**config.mk**
```make
export PLATFORM = sky130hd
export DESIGN_NAME = stick_filter_calibrate_map
export DESIGN_NICKNAME = d
export VERILOG_FILES = /design/src/design/sfcm_pkg.sv /design/src/design/stick_filter_calibrate_map.sv /design/src/design/sfcm_div.sv /design/src/design/sfcm_dp.sv /design/src/design/sfcm_ctrl.sv
export SDC_FILE = /design/constraint.sdc
export NUM_CORES = 2
export LEC_CHECK = 0
export BUFFER_PORTS_ARGS = -buffer_cell sky130_fd_sc_hd__buf_2
export CAP_MARGIN = 20
export CORE_MARGIN = 3
export CORE_UTILIZATION = 50
export DETAILED_ROUTE_END_ITERATION = 8
export PLACE_DENSITY = 0.76
export SYNTH_ARGS = -nofsm -noshare
export SYNTH_HDL_FRONTEND = slang
export SYNTH_SLANG_ARGS = --single-unit
```
**constraint.sdc**
```tcl
create_clock -name i_clk -period 8.19 [get_ports i_clk]
set_input_delay 0.819 -clock i_clk [delete_from_list [all_inputs] [get_ports i_clk]]
set_output_delay 0.819 -clock i_clk [all_outputs]
set_load 0.02 [all_outputs]
```
**src/design/sfcm_pkg.sv**
```systemverilog
// Shared types and constants of the stick filter, calibration and mapping block.
`default_nettype none
package sfcm_pkg;

    localparam int SMP_W  = 12;
    localparam int CSUM_W = 22;
    localparam int OFF_W  = 20;
    localparam int CNT_W  = 10;
    localparam int CFG_W  = 12;
    localparam int IDX_W  = 3;
    localparam int NUM_W  = 30;
    localparam int DEN_W  = 10;
    localparam int DIV_STEPS = NUM_W / 2;
    localparam int DCNT_W = 4;
    localparam int PROD_W = 33;

    localparam logic [IDX_W-1:0] REG_WINDOW_LEN = 3'd0;
    localparam logic [IDX_W-1:0] REG_CAL_SAMPLES = 3'd1;
    localparam logic [IDX_W-1:0] REG_THR_CENTER = 3'd2;
    localparam logic [IDX_W-1:0] REG_THR_MIN = 3'd3;
    localparam logic [IDX_W-1:0] REG_THR_MAX = 3'd4;

    localparam logic [4:0]       RST_WINDOW_LEN = 5'd10;
    localparam logic [CNT_W-1:0] RST_CAL_SAMPLES = 10'd64;
    localparam logic [SMP_W-1:0] RST_THR_CENTER = 12'd1500;
    localparam logic [SMP_W-1:0] RST_THR_MIN = 12'd1001;
    localparam logic [SMP_W-1:0] RST_THR_MAX = 12'd1999;

    // 3.3 V / 4096 * 300, scaled by 2^20 with the average in 12.8 fixed point.
    localparam logic signed [PROD_W-1:0] MAP_GAIN = 33'sd990;
    localparam int MAP_SHIFT = 20;

    localparam logic [SMP_W-1:0] AVG_SAT = 12'hFFF;

    typedef struct packed {
        logic       accept;
        logic       update;
        logic       div_start;
        logic       div_off;
        logic       div_store;
        logic [1:0] ch;
        logic       mul;
        logic       clamp;
        logic       cal_acc;
        logic       cal_finish;
        logic       out_load;
    } t_cmd;

    typedef struct packed {
        logic div_busy;
        logic div_done;
        logic func;
        logic cal_hit;
    } t_sts;

endpackage
`default_nettype wire

```
**src/design/stick_filter_calibrate_map.sv**
```systemverilog
// Top level of the four-channel joystick filter, offset calibration and output mapper.
`default_nettype none
// Each request carries one 12-bit sample per stick channel. The block keeps a
// moving average of every channel over a ring of the last window_len samples
// (0 or anything above MAX_WINDOW selects MAX_WINDOW) and returns the truncated
// averages, saturated at 4095. Requests with func set also accumulate those
// averages; when cal_samples of them have been seen, the per-channel offsets
// become their mean in 12.8 fixed point and the block counts as calibrated.
// From the next request on, the yaw, height, pitch and roll outputs carry
// thr_center + trunc((avg - offset) * 990 / 4096), clamped first to thr_max and
// then to thr_min; before that they read 0 and mapped_valid is low. One request
// is in work at a time. All divisions share one radix-4 divider, and each
// division has its start and store steps around the divider's run. A normal
// request goes through accept, memory read, four average divisions, four
// mapping multiply and clamp steps, the calibration step and the output load,
// and a request that completes a calibration run adds four offset divisions.
// A finished result waits in an output register, so the next request can be
// accepted and worked on while it waits. Configuration is written through a
// plain write port; the user must write it only while the block is idle, which
// the block itself does not enforce.
module stick_filter_calibrate_map #(
    parameter int MAX_WINDOW = 16
) (
    input  wire logic                        i_clk,
    input  wire logic                        i_rst_n,
    input  wire logic                        i_valid,
    output logic                             o_stall,
    input  wire logic                        i_func,
    input  wire logic [sfcm_pkg::SMP_W-1:0]  i_raw_left_x,
    input  wire logic [sfcm_pkg::SMP_W-1:0]  i_raw_left_y,
    input  wire logic [sfcm_pkg::SMP_W-1:0]  i_raw_right_x,
    input  wire logic [sfcm_pkg::SMP_W-1:0]  i_raw_right_y,
    output logic                             o_valid,
    input  wire logic                        i_stall,
    output logic [sfcm_pkg::SMP_W-1:0]       o_avg_left_x,
    output logic [sfcm_pkg::SMP_W-1:0]       o_avg_left_y,
    output logic [sfcm_pkg::SMP_W-1:0]       o_avg_right_x,
    output logic [sfcm_pkg::SMP_W-1:0]       o_avg_right_y,
    output logic [sfcm_pkg::SMP_W-1:0]       o_out_yaw,
    output logic [sfcm_pkg::SMP_W-1:0]       o_out_height,
    output logic [sfcm_pkg::SMP_W-1:0]       o_out_pitch,
    output logic [sfcm_pkg::SMP_W-1:0]       o_out_roll,
    output logic                             o_mapped_valid,
    output logic                             o_calibration_done,
    input  wire logic                        i_cfg_we,
    input  wire logic [sfcm_pkg::IDX_W-1:0]  i_cfg_idx,
    input  wire logic [sfcm_pkg::CFG_W-1:0]  i_cfg_data
);

    sfcm_pkg::t_cmd cmd;
    sfcm_pkg::t_sts sts;

    // Channel order everywhere inside: left x, left y, right x, right y.
    logic [sfcm_pkg::SMP_W-1:0] raw [4];
    logic [sfcm_pkg::SMP_W-1:0] avg [4];
    logic [sfcm_pkg::SMP_W-1:0] map [4];

    assign raw[0] = i_raw_left_x;
    assign raw[1] = i_raw_left_y;
    assign raw[2] = i_raw_right_x;
    assign raw[3] = i_raw_right_y;

    sfcm_ctrl u_ctrl (
        .i_clk   (i_clk),
        .i_rst_n (i_rst_n),
        .i_valid (i_valid),
        .o_stall (o_stall),
        .o_valid (o_valid),
        .i_stall (i_stall),
        .o_cmd   (cmd),
        .i_sts   (sts)
    );

    sfcm_dp #(
        .MAX_WINDOW (MAX_WINDOW)
    ) u_dp (
        .i_clk              (i_clk),
        .i_rst_n            (i_rst_n),
        .i_cmd              (cmd),
        .o_sts              (sts),
        .i_cfg_we           (i_cfg_we),
        .i_cfg_idx          (i_cfg_idx),
        .i_cfg_data         (i_cfg_data),
        .i_func             (i_func),
        .i_raw              (raw),
        .o_avg              (avg),
        .o_map              (map),
        .o_mapped_valid     (o_mapped_valid),
        .o_calibration_done (o_calibration_done)
    );

    assign o_avg_left_x  = avg[0];
    assign o_avg_left_y  = avg[1];
    assign o_avg_right_x = avg[2];
    assign o_avg_right_y = avg[3];

    // Pitch follows the right vertical stick and roll the right horizontal one.
    assign o_out_yaw    = map[0];
    assign o_out_height = map[1];
    assign o_out_pitch  = map[3];
    assign o_out_roll   = map[2];

endmodule
`default_nettype wire

```
**src/design/sfcm_div.sv**
```systemverilog
// Restoring unsigned divider that retires two quotient bits per cycle.
`default_nettype none
module sfcm_div (
    input  wire logic                         i_clk,
    input  wire logic                         i_rst_n,
    input  wire logic                         i_start,
    input  wire logic [sfcm_pkg::NUM_W-1:0]   i_num,
    input  wire logic [sfcm_pkg::DEN_W-1:0]   i_den,
    output logic                              o_busy,
    output logic                              o_done,
    output logic [sfcm_pkg::NUM_W-1:0]        o_quo
);

    logic [sfcm_pkg::NUM_W-1:0]  r_q;
    logic [sfcm_pkg::DEN_W-1:0]  r_den;
    logic [sfcm_pkg::DEN_W-1:0]  r_rem;
    logic [sfcm_pkg::DCNT_W-1:0] r_cnt;
    logic                        r_busy;
    logic                        r_done;

    logic [sfcm_pkg::DEN_W:0]    rem1;
    logic [sfcm_pkg::DEN_W:0]    rem2;
    logic [sfcm_pkg::DEN_W-1:0]  mid;
    logic [sfcm_pkg::DEN_W-1:0]  n_rem;
    logic                        ge1;
    logic                        ge2;

    always_comb begin
        rem1 = {r_rem, r_q[sfcm_pkg::NUM_W-1]};
        ge1  = rem1 >= {1'b0, r_den};
        mid  = ge1 ? sfcm_pkg::DEN_W'(rem1 - {1'b0, r_den}) : rem1[sfcm_pkg::DEN_W-1:0];
        rem2 = {mid, r_q[sfcm_pkg::NUM_W-2]};
        ge2  = rem2 >= {1'b0, r_den};
        n_rem = ge2 ? sfcm_pkg::DEN_W'(rem2 - {1'b0, r_den}) : rem2[sfcm_pkg::DEN_W-1:0];
    end

    always_ff @(posedge i_clk) begin
        if (!i_rst_n) begin
            r_busy <= 1'b0;
            r_done <= 1'b0;
            r_cnt  <= '0;
        end else begin
            r_done <= 1'b0;
            if (i_start) begin
                r_busy <= 1'b1;
                r_cnt  <= '0;
            end else if (r_busy) begin
                r_cnt <= r_cnt + 1'b1;
                if (r_cnt == sfcm_pkg::DCNT_W'(sfcm_pkg::DIV_STEPS - 1)) begin
                    r_busy <= 1'b0;
                    r_done <= 1'b1;
                end
            end
        end
    end

    always_ff @(posedge i_clk) begin
        if (i_start) begin
            r_q   <= i_num;
            r_den <= i_den;
            r_rem <= '0;
        end else if (r_busy) begin
            r_q   <= {r_q[sfcm_pkg::NUM_W-3:0], ge1, ge2};
            r_rem <= n_rem;
        end
    end

    assign o_busy = r_busy;
    assign o_done = r_done;
    assign o_quo  = r_q;

endmodule
`default_nettype wire

```
**src/design/sfcm_dp.sv**
```systemverilog
// Datapath: sample ring memory, running sums, calibration state, mapping and output register.
`default_nettype none
module sfcm_dp #(
    parameter int MAX_WINDOW = 16
) (
    input  wire logic                        i_clk,
    input  wire logic                        i_rst_n,
    input  wire sfcm_pkg::t_cmd              i_cmd,
    output sfcm_pkg::t_sts                   o_sts,
    input  wire logic                        i_cfg_we,
    input  wire logic [sfcm_pkg::IDX_W-1:0]  i_cfg_idx,
    input  wire logic [sfcm_pkg::CFG_W-1:0]  i_cfg_data,
    input  wire logic                        i_func,
    input  wire logic [sfcm_pkg::SMP_W-1:0]  i_raw [4],
    output logic [sfcm_pkg::SMP_W-1:0]       o_avg [4],
    output logic [sfcm_pkg::SMP_W-1:0]       o_map [4],
    output logic                             o_mapped_valid,
    output logic                             o_calibration_done
);

    localparam int PW = (MAX_WINDOW > 1) ? $clog2(MAX_WINDOW) : 1;
    localparam int WW = $clog2(MAX_WINDOW + 1);
    localparam int SW = sfcm_pkg::SMP_W + WW;
    localparam int RW = 4 * sfcm_pkg::SMP_W;

    // Configuration.
    logic [4:0]                    r_win_len;
    logic [sfcm_pkg::CNT_W-1:0]    r_cal_samples;
    logic [sfcm_pkg::SMP_W-1:0]    r_center;
    logic [sfcm_pkg::SMP_W-1:0]    r_min;
    logic [sfcm_pkg::SMP_W-1:0]    r_max;

    // Filter and calibration state.
    logic [RW-1:0]                 mem [MAX_WINDOW];
    logic                          r_vld [MAX_WINDOW];
    logic [RW-1:0]                 r_rd;
    logic                          r_rd_vld;
    logic [SW-1:0]                 r_sum [4];
    logic [WW-1:0]                 r_wpos;
    logic [sfcm_pkg::CNT_W-1:0]    r_cnt;
    logic [sfcm_pkg::CSUM_W-1:0]   r_csum [4];
    logic [sfcm_pkg::OFF_W-1:0]    r_off [4];
    logic                          r_calibrated;
    logic                          r_done;

    // Per request working registers.
    logic                          r_func;
    logic [sfcm_pkg::SMP_W-1:0]    r_raw [4];
    logic [WW-1:0]                 r_pos;
    logic [WW-1:0]                 r_win;
    logic                          r_vbefore;
    logic [sfcm_pkg::SMP_W-1:0]    r_avg [4];
    logic [sfcm_pkg::SMP_W-1:0]    r_map [4];
    logic signed [sfcm_pkg::PROD_W-1:0] r_prod;

    // Output register.
    logic [sfcm_pkg::SMP_W-1:0]    r_o_avg [4];
    logic [sfcm_pkg::SMP_W-1:0]    r_o_map [4];
    logic                          r_o_mv;
    logic                          r_o_done;

    logic [WW-1:0]                 win_c;
    logic [WW-1:0]                 pos_c;
    logic [sfcm_pkg::CNT_W-1:0]    cnt_inc;
    logic                          div_busy;
    logic                          div_done;
    logic [sfcm_pkg::NUM_W-1:0]    div_quo;
    logic [sfcm_pkg::NUM_W-1:0]    div_num;
    logic [sfcm_pkg::DEN_W-1:0]    div_den;
    logic [sfcm_pkg::SMP_W-1:0]    quo_sat;
    logic signed [21:0]            d_c;
    logic                          neg;
    logic [sfcm_pkg::PROD_W-1:0]   mag;
    logic [12:0]                   qm;
    logic signed [14:0]            qs;
    logic signed [14:0]            v;
    logic [sfcm_pkg::SMP_W-1:0]    map_c;

    always_comb begin
        if (r_win_len == 5'd0 || 32'(r_win_len) > MAX_WINDOW) begin
            win_c = WW'(MAX_WINDOW);
        end else begin
            win_c = WW'(r_win_len);
        end
        pos_c   = (r_wpos >= win_c) ? '0 : r_wpos;
        cnt_inc = r_cnt + 1'b1;

        if (i_cmd.div_off) begin
            div_num = {r_csum[i_cmd.ch], 8'b0};
            div_den = r_cnt;
        end else begin
            div_num = sfcm_pkg::NUM_W'(r_sum[i_cmd.ch]);
            div_den = sfcm_pkg::DEN_W'(r_win);
        end
        quo_sat = (div_quo[sfcm_pkg::NUM_W-1:sfcm_pkg::SMP_W] != '0) ? sfcm_pkg::AVG_SAT
                                                                   : div_quo[sfcm_pkg::SMP_W-1:0];

        d_c = $signed({2'b0, r_avg[i_cmd.ch], 8'b0}) - $signed({2'b0, r_off[i_cmd.ch]});

        // Truncation toward zero of the scaled product.
        neg = r_prod[sfcm_pkg::PROD_W-1];
        mag = neg ? sfcm_pkg::PROD_W'(-r_prod) : sfcm_pkg::PROD_W'(r_prod);
        qm  = mag[sfcm_pkg::MAP_SHIFT +: 13];
        qs  = neg ? (15'sd0 - $signed({2'b0, qm})) : $signed({2'b0, qm});
        v   = $signed({3'b0, r_center}) + qs;
        if (v > $signed({3'b0, r_max})) begin
            v = $signed({3'b0, r_max});
        end
        if (v < $signed({3'b0, r_min})) begin
            v = $signed({3'b0, r_min});
        end
        map_c = v[sfcm_pkg::SMP_W-1:0];
    end

    sfcm_div u_div (
        .i_clk   (i_clk),
        .i_rst_n (i_rst_n),
        .i_start (i_cmd.div_start),
        .i_num   (div_num),
        .i_den   (div_den),
        .o_busy  (div_busy),
        .o_done  (div_done),
        .o_quo   (div_quo)
    );

    // Ring memory: read at the accept edge, row written during the update.
    always_ff @(posedge i_clk) begin
        r_rd <= mem[pos_c[PW-1:0]];
        if (i_cmd.update) begin
            mem[r_pos[PW-1:0]] <= {r_raw[3], r_raw[2], r_raw[1], r_raw[0]};
        end
    end

    always_ff @(posedge i_clk) begin
        if (!i_rst_n) begin
            for (int i = 0; i < MAX_WINDOW; i++) begin
                r_vld[i] <= 1'b0;
            end
            r_rd_vld <= 1'b0;
        end else begin
            r_rd_vld <= r_vld[pos_c[PW-1:0]];
            if (i_cmd.update) begin
                r_vld[r_pos[PW-1:0]] <= 1'b1;
            end
        end
    end

    always_ff @(posedge i_clk) begin
        if (!i_rst_n) begin
            r_win_len     <= sfcm_pkg::RST_WINDOW_LEN;
            r_cal_samples <= sfcm_pkg::RST_CAL_SAMPLES;
            r_center      <= sfcm_pkg::RST_THR_CENTER;
            r_min         <= sfcm_pkg::RST_THR_MIN;
            r_max         <= sfcm_pkg::RST_THR_MAX;
            r_wpos        <= '0;
            r_cnt         <= '0;
            r_calibrated  <= 1'b0;
            r_done        <= 1'b0;
            for (int c = 0; c < 4; c++) begin
                r_sum[c]  <= '0;
                r_csum[c] <= '0;
                r_off[c]  <= '0;
            end
        end else begin
            if (i_cfg_we) begin
                case (i_cfg_idx)
                    sfcm_pkg::REG_WINDOW_LEN:  r_win_len     <= i_cfg_data[4:0];
                    sfcm_pkg::REG_CAL_SAMPLES: r_cal_samples <= i_cfg_data[sfcm_pkg::CNT_W-1:0];
                    sfcm_pkg::REG_THR_CENTER:  r_center      <= i_cfg_data;
                    sfcm_pkg::REG_THR_MIN:     r_min         <= i_cfg_data;
                    sfcm_pkg::REG_THR_MAX:     r_max         <= i_cfg_data;
                    default: ;
                endcase
            end
            if (i_cmd.accept) begin
                r_done <= 1'b0;
            end
            if (i_cmd.update) begin
                for (int c = 0; c < 4; c++) begin
                    r_sum[c] <= r_sum[c] + SW'(r_raw[c])
                                - (r_rd_vld ? SW'(r_rd[c*sfcm_pkg::SMP_W +: sfcm_pkg::SMP_W])
                                            : SW'(0));
                end
                r_wpos <= r_pos + 1'b1;
            end
            if (i_cmd.cal_acc) begin
                for (int c = 0; c < 4; c++) begin
                    r_csum[c] <= r_csum[c] + sfcm_pkg::CSUM_W'(r_avg[c]);
                end
                r_cnt <= cnt_inc;
            end
            if (i_cmd.div_store && i_cmd.div_off) begin
                r_off[i_cmd.ch]  <= div_quo[sfcm_pkg::OFF_W-1:0];
                r_csum[i_cmd.ch] <= '0;
            end
            if (i_cmd.cal_finish) begin
                r_cnt        <= '0;
                r_calibrated <= 1'b1;
                r_done       <= 1'b1;
            end
        end
    end

    always_ff @(posedge i_clk) begin
        if (i_cmd.accept) begin
            r_func    <= i_func;
            r_raw     <= i_raw;
            r_pos     <= pos_c;
            r_win     <= win_c;
            r_vbefore <= r_calibrated;
        end
        if (i_cmd.div_store && !i_cmd.div_off) begin
            r_avg[i_cmd.ch] <= quo_sat;
        end
        if (i_cmd.mul) begin
            r_prod <= sfcm_pkg::PROD_W'(d_c) * sfcm_pkg::MAP_GAIN;
        end
        if (i_cmd.clamp) begin
            r_map[i_cmd.ch] <= map_c;
        end
        if (i_cmd.out_load) begin
            r_o_avg  <= r_avg;
            for (int c = 0; c < 4; c++) begin
                r_o_map[c] <= r_vbefore ? r_map[c] : '0;
            end
            r_o_mv   <= r_vbefore;
            r_o_done <= r_done;
        end
    end

    assign o_sts.div_busy = div_busy;
    assign o_sts.div_done = div_done;
    assign o_sts.func     = r_func;
    assign o_sts.cal_hit  = (cnt_inc >= r_cal_samples);

    assign o_avg              = r_o_avg;
    assign o_map              = r_o_map;
    assign o_mapped_valid     = r_o_mv;
    assign o_calibration_done = r_o_done;

endmodule
`default_nettype wire

```
**src/design/sfcm_ctrl.sv**
```systemverilog
// Controller state machine that sequences one request through the datapath.
`default_nettype none
module sfcm_ctrl (
    input  wire logic           i_clk,
    input  wire logic           i_rst_n,
    input  wire logic           i_valid,
    output logic                o_stall,
    output logic                o_valid,
    input  wire logic           i_stall,
    output sfcm_pkg::t_cmd      o_cmd,
    input  wire sfcm_pkg::t_sts i_sts
);

    localparam logic [3:0] S_IDLE  = 4'd0;
    localparam logic [3:0] S_READ  = 4'd1;
    localparam logic [3:0] S_DAVG  = 4'd2;
    localparam logic [3:0] S_MUL   = 4'd3;
    localparam logic [3:0] S_CLAMP = 4'd4;
    localparam logic [3:0] S_CAL   = 4'd5;
    localparam logic [3:0] S_DOFF  = 4'd6;
    localparam logic [3:0] S_WB    = 4'd7;

    logic [3:0] r_state;
    logic [3:0] n_state;
    logic [1:0] r_ch;
    logic [1:0] n_ch;
    logic       r_wait;
    logic       n_wait;
    logic       r_ovalid;
    logic       n_ovalid;
    sfcm_pkg::t_cmd cmd;

    always_comb begin
        cmd      = '0;
        n_state  = r_state;
        n_ch     = r_ch;
        n_wait   = r_wait;
        n_ovalid = r_ovalid && i_stall;
        cmd.ch   = r_ch;
        case (r_state)
            S_IDLE: begin
                if (i_valid) begin
                    cmd.accept = 1'b1;
                    n_state    = S_READ;
                end
            end
            S_READ: begin
                cmd.update = 1'b1;
                n_ch       = 2'd0;
                n_state    = S_DAVG;
            end
            S_DAVG, S_DOFF: begin
                cmd.div_off = (r_state == S_DOFF);
                if (!r_wait) begin
                    cmd.div_start = 1'b1;
                    n_wait        = 1'b1;
                end else if (i_sts.div_done) begin
                    cmd.div_store = 1'b1;
                    n_wait        = 1'b0;
                    n_ch          = r_ch + 1'b1;
                    if (r_ch == 2'd3) begin
                        if (r_state == S_DOFF) begin
                            cmd.cal_finish = 1'b1;
                            n_state        = S_WB;
                        end else begin
                            n_state = S_MUL;
                        end
                    end
                end
            end
            S_MUL: begin
                cmd.mul = 1'b1;
                n_state = S_CLAMP;
            end
            S_CLAMP: begin
                cmd.clamp = 1'b1;
                n_ch      = r_ch + 1'b1;
                n_state   = (r_ch == 2'd3) ? S_CAL : S_MUL;
            end
            S_CAL: begin
                n_ch = 2'd0;
                if (i_sts.func) begin
                    cmd.cal_acc = 1'b1;
                    n_state     = i_sts.cal_hit ? S_DOFF : S_WB;
                end else begin
                    n_state = S_WB;
                end
            end
            S_WB: begin
                if (!r_ovalid || !i_stall) begin
                    cmd.out_load = 1'b1;
                    n_ovalid     = 1'b1;
                    n_state      = S_IDLE;
                end
            end
            default: begin
                n_state = S_IDLE;
            end
        endcase
    end

    always_ff @(posedge i_clk) begin
        if (!i_rst_n) begin
            r_state  <= S_IDLE;
            r_ch     <= 2'd0;
            r_wait   <= 1'b0;
            r_ovalid <= 1'b0;
        end else begin
            r_state  <= n_state;
            r_ch     <= n_ch;
            r_wait   <= n_wait;
            r_ovalid <= n_ovalid;
        end
    end

    assign o_stall = (r_state != S_IDLE);
    assign o_valid = r_ovalid;
    assign o_cmd   = cmd;

    a_busy_stalls: assert property (@(posedge i_clk) disable iff (!i_rst_n)
        (r_state != S_IDLE) |-> o_stall)
        else $error("input not stalled while a request is in work");

    a_accept_reads: assert property (@(posedge i_clk) disable iff (!i_rst_n)
        (i_valid && !o_stall) |=> (r_state == S_READ))
        else $error("accepted request did not start the memory read");

    a_div_free: assert property (@(posedge i_clk) disable iff (!i_rst_n)
        cmd.div_start |-> !i_sts.div_busy)
        else $error("divider started while busy");

    a_load_free: assert property (@(posedge i_clk) disable iff (!i_rst_n)
        cmd.out_load |-> (!r_ovalid || !i_stall))
        else $error("output register overwritten before it was taken");

endmodule
`default_nettype wire
```
==> out/results.tsv <==
metric	value	unit
area grow syn2layout	11.6	%
type of origin of the critical path	flop	
Setup CP Type	flop to flop	
post-route minimum period	7830	ps
total grt overflow	0	
syn_nets	6204	
initial antenna violation count	3	
Seq. cell area	42200	sq um
layout cells sized above 1	14.5	%
Worst EP arrival	8340	ps
cts hold-fix bufs	0	
routability cong.	0.900	
synthesized area	72500	sq um
DRT antenna net count	0	
Syn Inst Count	5680	
Total Routed Length	182000	um
slowest stage delay, CP	540	ps
final hold vios	0	
Filler cells	11200	
Slew Viols, Final	0	
CP Data Required Time	8700	ps
initial core utilization	50.4	%
TritonCTS clock tree	built	
outcome	finished clean	
pre-CTS setup slack	-67.3	ps
crit path max fanout	7	
Period Utilization, post-route	95.6	%
wire per inst	23.1	um
GRT busiest layer	met2	
area of the die	150000	sq um
vias in the first global route	46400	
DIE WIDTH	387	um
met1 Use GR	31.0	%
routed vias	46500	
clock latency on the worst-skew pair	810	ps
Yosys reg bits	1487	
commonest cells after routing, fill and taps aside	1241 x edfxtp_1, 519 x inv_1, 412 x a21oi_1, 339 x nand2_1, 281 x ha_1	
Synth Warn #	0	
maxcap violations	0	
DRC	0	
most common cell after layout, fill and taps aside	edfxtp_1	
clock slew at reported path FFs	60	ps
IO Count	169	
first-pass GRT wire length	276000	um
Synth Flop Type	edfxtp_1	
CTS Buf Count	156	
footprint of the multi-input gates	27600	sq um
syn avg cell area	12.8	sq um
placed inst area	75500	sq um
H-tree lvl count	4	
# nets final	6365	
Crit. End Element	flop	
post-DP HPWL	111000	um
die extent in y	387	um
Clock Path Buffers	3	
clock skew	42.6	ps
PnR worst setup slack	361	ps
Port Buffers	168	
Design Area, Final	80900	sq um
Root Buffer Master	clkbuf_16	
Placeable Area	144000	sq um
Seq/Total Area, Yosys	58.2	%
critical path's slowest cell	fa_1	
relative slew slack	22.1	%
DRT iter0 DRCs	4707	
met2 GRT Util	40.1	%
Worst Tran Pin Value	1170	ps
largest net degree at the start of global routing	151	
f_max	0.128	GHz
Rows	139	
worst min path class	primary input to flop	
met3 Track Usage GR	4.03	%
# setup viols final	0	
vias per cell	5.90	
Post-synth ARST share	0	%
Post-synth EDFFs	1241	
Yosys cell types	86	
hold_sp	i_raw_right_x[2]	
CTS Sinks	1487	
gr usage total	24.0	%
DRT Pass-1 Iters	5	
per-layer routing:
| metal | vias up | part of all wire, % | wire, um |
|---|---|---|---|
| met2 | 2053 | 49 | 89000 |
| met5 | - | 0.015 | 27 |
| li1 | 21000 | - | - |
| met3 | 432 | 7.9 | 14400 |
| met1 | 23000 | 39 | 70800 |
| met4 | 4 | 4.2 | 7640 |
critical path: cells and delay by family, from the launching register on:
family / cells / cell delay [ps]
AO/OA/AOI/OAI: 10 / 1840
XOR/XNOR: 2 / 370
adder cells (fa/ha/maj): 7 / 3080
buffers and inverters: 5 / 460
flip-flops: 1 / 410
multiplexers: 1 / 520
AND/OR/NAND/NOR: 5 / 830
final cells by class:
| cell class | count | share of cell area [%] |
|---|---|---|
| tap | 1903 | 2.94 |
| clock inverter | 74 | 1.08 |
| inverter | 525 | 2.44 |
| timing repair buffer | 261 | 2.00 |
| sequential | 1487 | 52.2 |
| antenna | 2 | 0.00619 |
| multi-input combinational | 3410 | 34.1 |
| clock buffer | 216 | 5.23 |
path summary, 6_finish.rpt:
kind	endpoint	slack (ps)	cells after the start
worst max register to register	u_dp.r_prod[31]$_DFFE_PP_	360	30
worst max-delay path	u_dp.r_prod[31]$_DFFE_PP_	360	30
worst min register to register	u_dp.o_calibration_done$_DFFE_PP_	440	0
worst min-delay path	u_dp.r_raw[14]$_DFFE_PP_	180	1
sequential cells by signal (all words and copies together) (netlist names), 31 cells and up, named ones only:
name and count:
u_dp.r_avg 48, u_dp.o_map 48, u_dp.r_rd 48, u_dp.r_sum 68, u_dp.r_csum 88, u_dp.r_off 80, u_dp.r_raw 48, u_dp.r_prod 31
u_dp.r_map 48, u_dp.mem 768, u_dp.o_avg 48
through the flow:
| stage | std cells | util [%] | setup TNS [ps] | hold WS [ps] |
|---|---|---|---|---|
| 6_report | 7878 | 56.2 | 0 | 178 |
| 5_1_grt | 7876 | 56.2 | -104 | 137 |
| 4_1_cts | 7862 | 56.0 | 0 | 118 |
| 3_5_place_dp | 7572 | 52.5 | -78.8 | 432 |
| 3_3_place_gp | 7571 | 52.5 | 0 | 421 |
| 2_1_floorplan | 5680 | - | 0 | 402 |
cell usage after synthesis (27+ instances only):
cell type | number | area share [%]
a21boi_0 | 38 | 0.39
a21o_1 | 42 | 0.44
a21oi_1 | 414 | 2.9
a221oi_1 | 50 | 0.60
and2_1 | 186 | 1.6
and3_1 | 104 | 0.90
buf_1 | 27 | 0.14
clkbuf_1 | 222 | 1.1
dfxtp_1 | 246 | 6.8
edfxtp_1 | 1241 | 51
fa_1 | 173 | 4.8
ha_1 | 282 | 4.9
inv_1 | 522 | 2.7
mux2_2 | 213 | 3.3
mux2i_1 | 113 | 1.6
mux4_2 | 72 | 2.2
nand2_1 | 344 | 1.8
nand2b_1 | 45 | 0.39
nand3_1 | 124 | 0.86
nand4_1 | 31 | 0.27
nor2_1 | 224 | 1.2
nor2b_1 | 41 | 0.35
nor3_1 | 63 | 0.44
o211ai_1 | 30 | 0.31
o21a_1 | 35 | 0.36
o21ai_0 | 219 | 1.5
o21bai_1 | 31 | 0.32
o221ai_1 | 49 | 0.59
o31ai_1 | 58 | 0.60
xnor2_1 | 145 | 1.8
xor2_1 | 66 | 0.80
cell families (layout without fill, tap and decap cells):
family	Yosys count	in the layout	synth area share (%)
flops	1487	1487	58.2
simple gates	1248	1248	8.67
compound gates	1085	1085	9.44
other cells	0	2	0
mux	410	410	7.35
xor+xnor	211	211	2.55
buf+inv	783	1076	4.10
fa+ha+maj	456	456	9.66
repair_timing:
item / 4_1_cts / 5_1_grt
setup endpoints to repair: 2 / 53
resized for setup: 3 / 26
setup buffers: 0 / 9
pin swaps: 0 / 7
Power is left out: the tool's default activity adds up to more than one toggle a clock period on the data nets, which glitch-free logic cannot reach.
